<file path="src/rtl/fir_fc_pkg.sv">
// package: shared types and constants of the full-convolution fir filter
package fir_fc_pkg;

    localparam int SAMPLE_W      = 16;
    localparam int COEF_W        = 16;
    localparam int PROD_W        = SAMPLE_W + COEF_W;
    localparam int FRAC_BITS     = 14;
    localparam int ROUND_ADD     = 8192;
    localparam int NUM_COEF_REGS = 5;
    localparam int CFG_IDX_W     = 3;
    localparam int CFG_DATA_W    = 16;
    localparam int OUT_MAX       = 32767;
    localparam int OUT_MIN       = -32768;

    // register indexes
    localparam logic [CFG_IDX_W-1:0] REG_COEF_0 = 3'd0;
    localparam logic [CFG_IDX_W-1:0] REG_COEF_4 = 3'd4;

    // reset values of the coefficient registers
    localparam logic signed [COEF_W-1:0] COEF_RST_0 = 16'sd1638;
    localparam logic signed [COEF_W-1:0] COEF_RST_1 = 16'sd1638;
    localparam logic signed [COEF_W-1:0] COEF_RST_2 = 16'sd3277;
    localparam logic signed [COEF_W-1:0] COEF_RST_3 = 16'sd3277;
    localparam logic signed [COEF_W-1:0] COEF_RST_4 = 16'sd6554;

    // one queued input word
    typedef struct packed {
        logic signed [SAMPLE_W-1:0] sample;
        logic                       last;
    } t_item;

endpackage

</file>
<file path="src/rtl/fir_full_convolution.sv">
// top level: full linear convolution fir filter with tail flush
//
//  channel   direction  handshake            payload
//  input     in         i_valid / o_stall    i_sample, i_block_end
//  output    out        o_valid / i_stall    o_filtered, o_run_last, o_is_tail
//  config    in         i_cfg_we             i_cfg_index, i_cfg_data
//
// one word per cycle sustained on ordinary samples while the output is not held; a word
// flagged block end occupies the back end for its own result plus TAPS-1 tail results
// an accepted word passes the queue write, the product register, then sum, round
// and saturate into the output register
// reset is synchronous, active low: clears the queue, delay line and tail counter,
// and loads the coefficient reset values
// a held output stalls the whole back end; the queue then fills and raises o_stall
module fir_full_convolution #(
    parameter int TAPS = 5
) (
    input  logic                 i_clk,
    input  logic                 i_rst_n,
    // configuration write port
    input  logic                 i_cfg_we,
    input  logic [2:0]           i_cfg_index,
    input  logic [15:0]          i_cfg_data,
    // input words
    input  logic                 i_valid,
    input  logic signed [15:0]   i_sample,
    input  logic                 i_block_end,
    output logic                 o_stall,
    // result words
    output logic                 o_valid,
    output logic signed [15:0]   o_filtered,
    output logic                 o_run_last,
    output logic                 o_is_tail,
    input  logic                 i_stall
);

    // queue between front and back ends
    logic              w_q_valid;
    logic              w_q_pop;
    fir_fc_pkg::t_item w_q_item;

    // front: accept words, tag block end, buffer two deep
    fir_fc_front u_front (
        .i_clk       (i_clk),
        .i_rst_n     (i_rst_n),
        .i_valid     (i_valid),
        .i_sample    (i_sample),
        .i_block_end (i_block_end),
        .o_stall     (o_stall),
        .o_q_valid   (w_q_valid),
        .o_q_item    (w_q_item),
        .i_q_pop     (w_q_pop)
    );

    // back: expand block end into tail, filter, round, saturate
    fir_fc_back #(
        .TAPS (TAPS)
    ) u_back (
        .i_clk       (i_clk),
        .i_rst_n     (i_rst_n),
        .i_cfg_we    (i_cfg_we),
        .i_cfg_index (i_cfg_index),
        .i_cfg_data  (i_cfg_data),
        .i_q_valid   (w_q_valid),
        .i_q_item    (w_q_item),
        .o_q_pop     (w_q_pop),
        .o_valid     (o_valid),
        .o_filtered  (o_filtered),
        .o_run_last  (o_run_last),
        .o_is_tail   (o_is_tail),
        .i_stall     (i_stall)
    );

endmodule

</file>
<file path="src/rtl/fir_fc_front.sv">
// front end: accepts input words and holds them in a two-entry queue
module fir_fc_front (
    input  logic                 i_clk,
    input  logic                 i_rst_n,
    input  logic                 i_valid,
    input  logic signed [15:0]   i_sample,
    input  logic                 i_block_end,
    output logic                 o_stall,
    output logic                 o_q_valid,
    output fir_fc_pkg::t_item    o_q_item,
    input  logic                 i_q_pop
);

    fir_fc_pkg::t_item r_mem [2];
    logic              r_wr_ptr;
    logic              r_rd_ptr;
    logic [1:0]        r_count;
    logic [1:0]        n_count;
    logic              w_push;
    logic              w_pop;

    assign o_stall   = (r_count == 2'd2);
    assign o_q_valid = (r_count != 2'd0);
    assign o_q_item  = r_mem[r_rd_ptr];
    assign w_push    = i_valid && !o_stall;
    assign w_pop     = i_q_pop && o_q_valid;

    always_comb begin
        n_count = r_count;
        if (w_push && !w_pop) begin
            n_count = r_count + 2'd1;
        end else if (w_pop && !w_push) begin
            n_count = r_count - 2'd1;
        end
    end

    always_ff @(posedge i_clk) begin
        if (!i_rst_n) begin
            r_wr_ptr <= 1'b0;
            r_rd_ptr <= 1'b0;
            r_count  <= 2'd0;
        end else begin
            r_count <= n_count;
            if (w_push) begin
                r_wr_ptr <= !r_wr_ptr;
            end
            if (w_pop) begin
                r_rd_ptr <= !r_rd_ptr;
            end
        end
    end

    // classify: last flag travels with the sample
    always_ff @(posedge i_clk) begin
        if (w_push) begin
            r_mem[r_wr_ptr].sample <= i_sample;
            r_mem[r_wr_ptr].last   <= i_block_end;
        end
    end

endmodule

</file>
<file path="src/rtl/fir_fc_back.sv">
// back end: tail sequencer, delay line, multiply and sum pipeline, output register
module fir_fc_back #(
    parameter int TAPS = 5
) (
    input  logic                 i_clk,
    input  logic                 i_rst_n,
    input  logic                 i_cfg_we,
    input  logic [2:0]           i_cfg_index,
    input  logic [15:0]          i_cfg_data,
    input  logic                 i_q_valid,
    input  fir_fc_pkg::t_item    i_q_item,
    output logic                 o_q_pop,
    output logic                 o_valid,
    output logic signed [15:0]   o_filtered,
    output logic                 o_run_last,
    output logic                 o_is_tail,
    input  logic                 i_stall
);

    localparam int CNT_W  = (TAPS > 1) ? $clog2(TAPS) : 1;
    localparam int ACC_W  = fir_fc_pkg::PROD_W + $clog2(TAPS) + 1;
    localparam int HIST_D = (TAPS > 1) ? TAPS - 1 : 1;

    logic signed [fir_fc_pkg::COEF_W-1:0]   r_coef [fir_fc_pkg::NUM_COEF_REGS];
    logic signed [fir_fc_pkg::COEF_W-1:0]   w_coef [TAPS];
    logic signed [fir_fc_pkg::SAMPLE_W-1:0] w_win  [TAPS];
    logic signed [fir_fc_pkg::SAMPLE_W-1:0] w_cur;
    logic [CNT_W-1:0]                       r_tail_cnt;
    logic                                   w_adv;
    logic                                   w_issue;
    logic                                   w_from_q;
    logic                                   w_run_last;
    logic                                   w_is_tail;

    logic signed [fir_fc_pkg::PROD_W-1:0]   r_prod [TAPS];
    logic                                   r_s1_valid;
    logic                                   r_s1_last;
    logic                                   r_s1_tail;

    logic signed [ACC_W-1:0]                w_acc;
    logic signed [ACC_W-1:0]                w_rnd;
    logic signed [ACC_W-1:0]                w_q;
    logic signed [fir_fc_pkg::SAMPLE_W-1:0] w_sat;

    // coefficient registers
    always_ff @(posedge i_clk) begin
        if (!i_rst_n) begin
            r_coef[0] <= fir_fc_pkg::COEF_RST_0;
            r_coef[1] <= fir_fc_pkg::COEF_RST_1;
            r_coef[2] <= fir_fc_pkg::COEF_RST_2;
            r_coef[3] <= fir_fc_pkg::COEF_RST_3;
            r_coef[4] <= fir_fc_pkg::COEF_RST_4;
        end else if (i_cfg_we && i_cfg_index <= fir_fc_pkg::REG_COEF_4) begin
            r_coef[i_cfg_index] <= i_cfg_data;
        end
    end

    // taps without a register multiply by zero
    for (genvar k = 0; k < TAPS; k++) begin : g_coef
        if (k < fir_fc_pkg::NUM_COEF_REGS) begin : g_reg
            assign w_coef[k] = r_coef[k];
        end else begin : g_zero
            assign w_coef[k] = '0;
        end
    end

    // whole pipeline moves when the output register can take a word
    assign w_adv      = !o_valid || !i_stall;
    assign w_from_q   = (r_tail_cnt == '0) && i_q_valid;
    assign w_issue    = w_adv && ((r_tail_cnt != '0) || i_q_valid);
    assign o_q_pop    = w_adv && w_from_q;
    assign w_cur      = (r_tail_cnt != '0) ? '0 : i_q_item.sample;
    assign w_is_tail  = (r_tail_cnt != '0);
    assign w_run_last = (r_tail_cnt != '0) ? (r_tail_cnt == CNT_W'(1))
                                           : (!i_q_item.last || TAPS <= 1);

    // tail counter: loaded on a last sample, counts zero shifts
    always_ff @(posedge i_clk) begin
        if (!i_rst_n) begin
            r_tail_cnt <= '0;
        end else if (w_issue) begin
            if (r_tail_cnt != '0) begin
                r_tail_cnt <= r_tail_cnt - CNT_W'(1);
            end else if (i_q_item.last && TAPS > 1) begin
                r_tail_cnt <= CNT_W'(TAPS - 1);
            end
        end
    end

    assign w_win[0] = w_cur;

    // delay line; the tail's zeros leave it cleared at block end
    if (TAPS > 1) begin : g_hist
        logic signed [fir_fc_pkg::SAMPLE_W-1:0] r_hist [HIST_D];

        for (genvar k = 1; k < TAPS; k++) begin : g_win
            assign w_win[k] = r_hist[k-1];
        end

        always_ff @(posedge i_clk) begin
            if (!i_rst_n) begin
                for (int k = 0; k < HIST_D; k++) begin
                    r_hist[k] <= '0;
                end
            end else if (w_issue) begin
                r_hist[0] <= w_cur;
                for (int k = 1; k < HIST_D; k++) begin
                    r_hist[k] <= r_hist[k-1];
                end
            end
        end
    end

    // stage 1: one product per tap
    always_ff @(posedge i_clk) begin
        if (!i_rst_n) begin
            r_s1_valid <= 1'b0;
        end else if (w_adv) begin
            r_s1_valid <= w_issue;
        end
    end

    always_ff @(posedge i_clk) begin
        if (w_adv) begin
            r_s1_last <= w_run_last;
            r_s1_tail <= w_is_tail;
            for (int k = 0; k < TAPS; k++) begin
                r_prod[k] <= w_coef[k] * w_win[k];
            end
        end
    end

    // stage 2: sum, round to nearest, saturate
    always_comb begin
        w_acc = '0;
        for (int k = 0; k < TAPS; k++) begin
            w_acc = w_acc + ACC_W'(r_prod[k]);
        end
        w_rnd = w_acc + ACC_W'(fir_fc_pkg::ROUND_ADD);
        w_q   = w_rnd >>> fir_fc_pkg::FRAC_BITS;
        if (w_q > ACC_W'(fir_fc_pkg::OUT_MAX)) begin
            w_sat = fir_fc_pkg::SAMPLE_W'(fir_fc_pkg::OUT_MAX);
        end else if (w_q < ACC_W'(fir_fc_pkg::OUT_MIN)) begin
            w_sat = fir_fc_pkg::SAMPLE_W'(fir_fc_pkg::OUT_MIN);
        end else begin
            w_sat = w_q[fir_fc_pkg::SAMPLE_W-1:0];
        end
    end

    always_ff @(posedge i_clk) begin
        if (!i_rst_n) begin
            o_valid <= 1'b0;
        end else if (w_adv) begin
            o_valid <= r_s1_valid;
        end
    end

    always_ff @(posedge i_clk) begin
        if (w_adv) begin
            o_filtered <= w_sat;
            o_run_last <= r_s1_last;
            o_is_tail  <= r_s1_tail;
        end
    end

endmodule
</file>
<file path="config.mk">
export PLATFORM = sky130hd
export DESIGN_NAME = fir_full_convolution
export DESIGN_NICKNAME = d
export VERILOG_FILES = /design/src/rtl/fir_fc_pkg.sv /design/src/rtl/fir_full_convolution.sv /design/src/rtl/fir_fc_front.sv /design/src/rtl/fir_fc_back.sv
export SDC_FILE = /design/constraint.sdc
export NUM_CORES = 2
export LEC_CHECK = 0
export BUFFER_PORTS_ARGS = -buffer_cell sky130_fd_sc_hd__buf_2
export CORE_MARGIN = 5
export CORE_UTILIZATION = 67
export DETAILED_ROUTE_END_ITERATION = 8
export GPL_TIMING_DRIVEN = 0
export PLACE_DENSITY = 0.93
export SETUP_SLACK_MARGIN = 0.1
export SYNTH_ARGS = -nofsm -noshare
export SYNTH_HDL_FRONTEND = slang
export SYNTH_SLANG_ARGS = --single-unit
</file>
<file path="constraint.sdc">
create_clock -name i_clk -period 8.73 [get_ports i_clk]
set_input_delay 1.3095 -clock i_clk [delete_from_list [all_inputs] [get_ports i_clk]]
set_output_delay 1.3095 -clock i_clk [all_outputs]
set_load 0.02 [all_outputs]
</file>
==> summary.md <==
| Metric | Value |
|---|---|
| Wire per inst | `23.0 um` |
| HPWL after DPL | `148,000 um` |
| DRT iter0 DRCs | `5,065` |
| Die area | `105,000 um^2` |
| Synth Flop Type | `edfxtp_1` |
| Failing checks | `antenna rules, DRC` |
| Syn_nets | `8,499` |
| Fin crit share | `0.953` |
| Reg2Reg Capture Point | `u_back.r_prod[0][31]` |
| Port bufs | `59` |
| Final setup fails | `0` |
| Fin. Hold Viols | `0` |
| # Max-Cap Violations | `0` |
| Grt ovf | `0` |
| Commonest non-fill, non-tap cells in the layout | `inv_1, fa_1, nand2_1, and2_1, ha_1` |
| Relative slew slack | `0.331` |
| Syn_area_per_cell | `10.1 um^2` |
| Largest net degree at the start of global routing | `127` |
| Post-synth EDFFs | `358` |
| Hold Path Sink | `u_back.o_is_tail` |
| Ys Warns | `0` |
| Placed insts | `7,921` |
| Core outline area | `98,300 um^2` |
| Hold_sp | `u_back.r_s1_tail` |
| Setup WS pre-CTS | `-0.162 ns` |
| P&R area growth vs syn | `5.29%` |
| Seq/Total Area, Yosys | `0.166` |
| Hold Path Cell Cnt | `0` |
| # DRC | `1` |
| DR vias | `49.0k` |
| Final slew viol count | `0` |
| Drt first pass iters | `9` |
| Initial antenna violation count | `17` |
| Fillers | `6,471` |
| RSZ-0062 raised after global routing | `yes` |
| Clock slew at reported path FFs | `0.07 ns` |
| #FFs+latches synth | `368` |
| Commonest non-fill, non-tap cell in the layout | `inv_1` |
| Reg2Reg Depth | `24` |
| Crit path max fanout | `10` |
| Least-Margin Pin Slew | `1.00 ns` |
| Setup CP Type | `register to register` |
| CP Data Arrival Time | `8.63 ns` |
| Vias in the first global route | `53.9k` |
| Mapped Area | `66,200 um^2` |
| Share of cells above drive strength 1 | `0.0304` |
| Clk_skew | `0.0254 ns` |
| DR vias/cell | `6.12` |
| Num ports | `61` |
| Post-Layout Cell Count | `8,019` |
| First-pass GRT wire length | `290,000 um` |
| Asr flop ratio synth | `0` |
| CP endpoint kind | `register` |
| Unique masters post-synth | `82` |
| Final worst slack | `0.413 ns` |
| Hold Path Class | `register to register` |
| Worst R2R Start | `u_back.r_tail_cnt[0]` |
| TritonCTS sink count | `368` |
| Mapped Cells | `6,572` |
| CP Launch Type | `register` |
| CTS Buffer Depth | `3` |
| Initial core utilization | `0.673` |
| WL final | `184,000 um` |
| Htree depth | `2` |
| CTS Buf Count | `38` |
| CTS tree | `built` |
| Tot GR Track Use | `0.362` |
| Vert. Die Dim | `324 um` |
| Nets | `8,600` |
| Final GP Congestion | `1.02` |
| Highest Clock Rate | `120 MHz` |
| Final core occ | `0.709` |
| Detail Route Antenna Nets | `1` |
| Status | `finished with violations` |
| Die Width | `324 um` |
| Flop2flop setup slack | `0.41 ns` |
| Post-layout min period | `8.32 ns` |
| Final TNS setup | `0 ns` |
| WP data required | `9.04 ns` |
| Clk root buf | `clkbuf_16` |
| FP Rows | `115` |
| Clk Latency, worst-skew pair | `0.57 ns` |
==> stage by stage <==
stage / hold slack, ns / area, um^2
5_1_grt: 0.449 / 69600
3_3_place_gp: 0.406 / 68100
3_5_place_dp: 0.406 / 68100
4_1_cts: 0.432 / 69500
6_report: 0.428 / 69700
2_1_floorplan: 0.400 / 66200
==> cell usage after synthesis, types with 4 or more instances <==
library cell,n,area (um^2)
nand3b_1,6,45.0
o21a_1,33,248
o21ai_1,9,45.0
and4_1,6,52.6
o21bai_1,24,180
o211ai_1,15,113
ha_1,509,6370
nand4_1,16,100
a21oi_1,149,746
o311ai_0,7,61.3
or2_2,24,150
clkbuf_1,209,785
or3_1,25,156
and3_1,85,532
o21ai_0,87,435
nand2_1,764,2870
a211o_1,6,52.6
inv_1,1471,5520
a221oi_1,4,35.0
nand3_1,31,155
nor2b_1,17,106
dfxtp_1,10,200
xnor2_1,164,1440
fa_1,1377,27600
o31ai_1,14,105
a2111oi_0,9,78.8
or4_1,5,37.5
and2_1,579,3620
a41oi_1,6,52.6
nor4_1,8,50.1
a21boi_0,5,37.5
a31oi_1,11,68.8
a211oi_1,21,158
a21o_1,78,586
nand2b_1,104,651
edfxtp_1,358,10800
xor2_1,49,429
nor3_1,46,230
nor2_1,148,556
o41ai_1,4,35.0
mux2i_1,18,180
==> registers in the layout (all words and copies together), names as in the netlist, 2 cells and up, named ones only <==
register              flops
u_front.r_mem            34
u_back.g_hist.r_hist     64
u_back.r_prod           160
u_back.r_coef            80
u_back.o_filtered        16
u_front.r_count           2
u_back.r_tail_cnt         3
==> worst max-delay path by stage <==
stage / end / cells after the start / from
CTS: u_back.r_prod[0][30] / 26 / u_back.r_tail_cnt[0]
floorplan: u_back.r_prod[0][30] / 27 / register
finish: u_back.r_prod[0][31] / 24 / u_back.r_tail_cnt[0]
global route: u_back.r_prod[0][30] / 28 / u_back.r_tail_cnt[0]
detailed placement: u_back.r_prod[0][30] / 27 / register
global placement: u_back.r_prod[0][30] / 27 / register
==> layout make-up <==
| class | count | area [um^2] | share of cell area |
|---|---|---|---|
| timing repair buffer | 64 | 357 | 0.00512 |
| sequential | 368 | 11000 | 0.157 |
| clock inverter | 27 | 340 | 0.00488 |
| multi-input combinational | 4518 | 49000 | 0.703 |
| tap | 1287 | 1610 | 0.0231 |
| buffer | 211 | 820 | 0.0118 |
| clock buffer | 42 | 987 | 0.0142 |
| antenna | 30 | 75.1 | 0.00108 |
| inverter | 1472 | 5540 | 0.0795 |
==> metal layers <==
metal / track usage / routed length [um] / up-vias
li1: - / - / 20300
met1: 0.443 / 60500 / 24200
met2: 0.569 / 84100 / 3497
met3: 0.101 / 23700 / 1048
met4: 0.237 / 15800 / 12
met5: 0 / 92 / -
==> logic make-up after synthesis <==
group           Yosys count  share of synthesized area
flops                   368                      0.166
xor+xnor                213                     0.0282
fa+ha+maj              1886                      0.513
compound gates          523                     0.0523
simple gates           1877                      0.142
mux                      19                    0.00289
buf+inv                1686                     0.0959
==> critical path, cell delays in order, from the launching register on <==
cell and delay (ns):
dfxtp_1 0.36, nor2_1 0.15, ha_2 0.30, clkinvlp_4 0.24
buf_2 0.33, nor2_2 0.45, clkbuf_1 0.51, nand2_1 0.20
fa_1 0.56, fa_1 0.47, fa_1 0.55, fa_1 0.45
fa_1 0.50, inv_1 0.05, fa_1 0.53, ha_1 0.40
nand2_1 0.09, nor2_1 0.32, nand4_1 0.14, o32ai_1 0.64
o211ai_1 0.24, nand3_1 0.17, a41o_1 0.20, a21oi_1 0.09
xnor2_1 0.12
==> timing repair <==
action / CTS / global route
buffers inserted: 0 / 2
hold endpoints to repair: 0 / 0
pin swaps: 0 / 4
setup endpoints to repair: 4 / 20
hold buffers: 0 / 0
gates resized for setup: 20 / 24
Power is not shown: default switching activity piles up to over one toggle a cycle in this logic, so the estimate is an artifact.
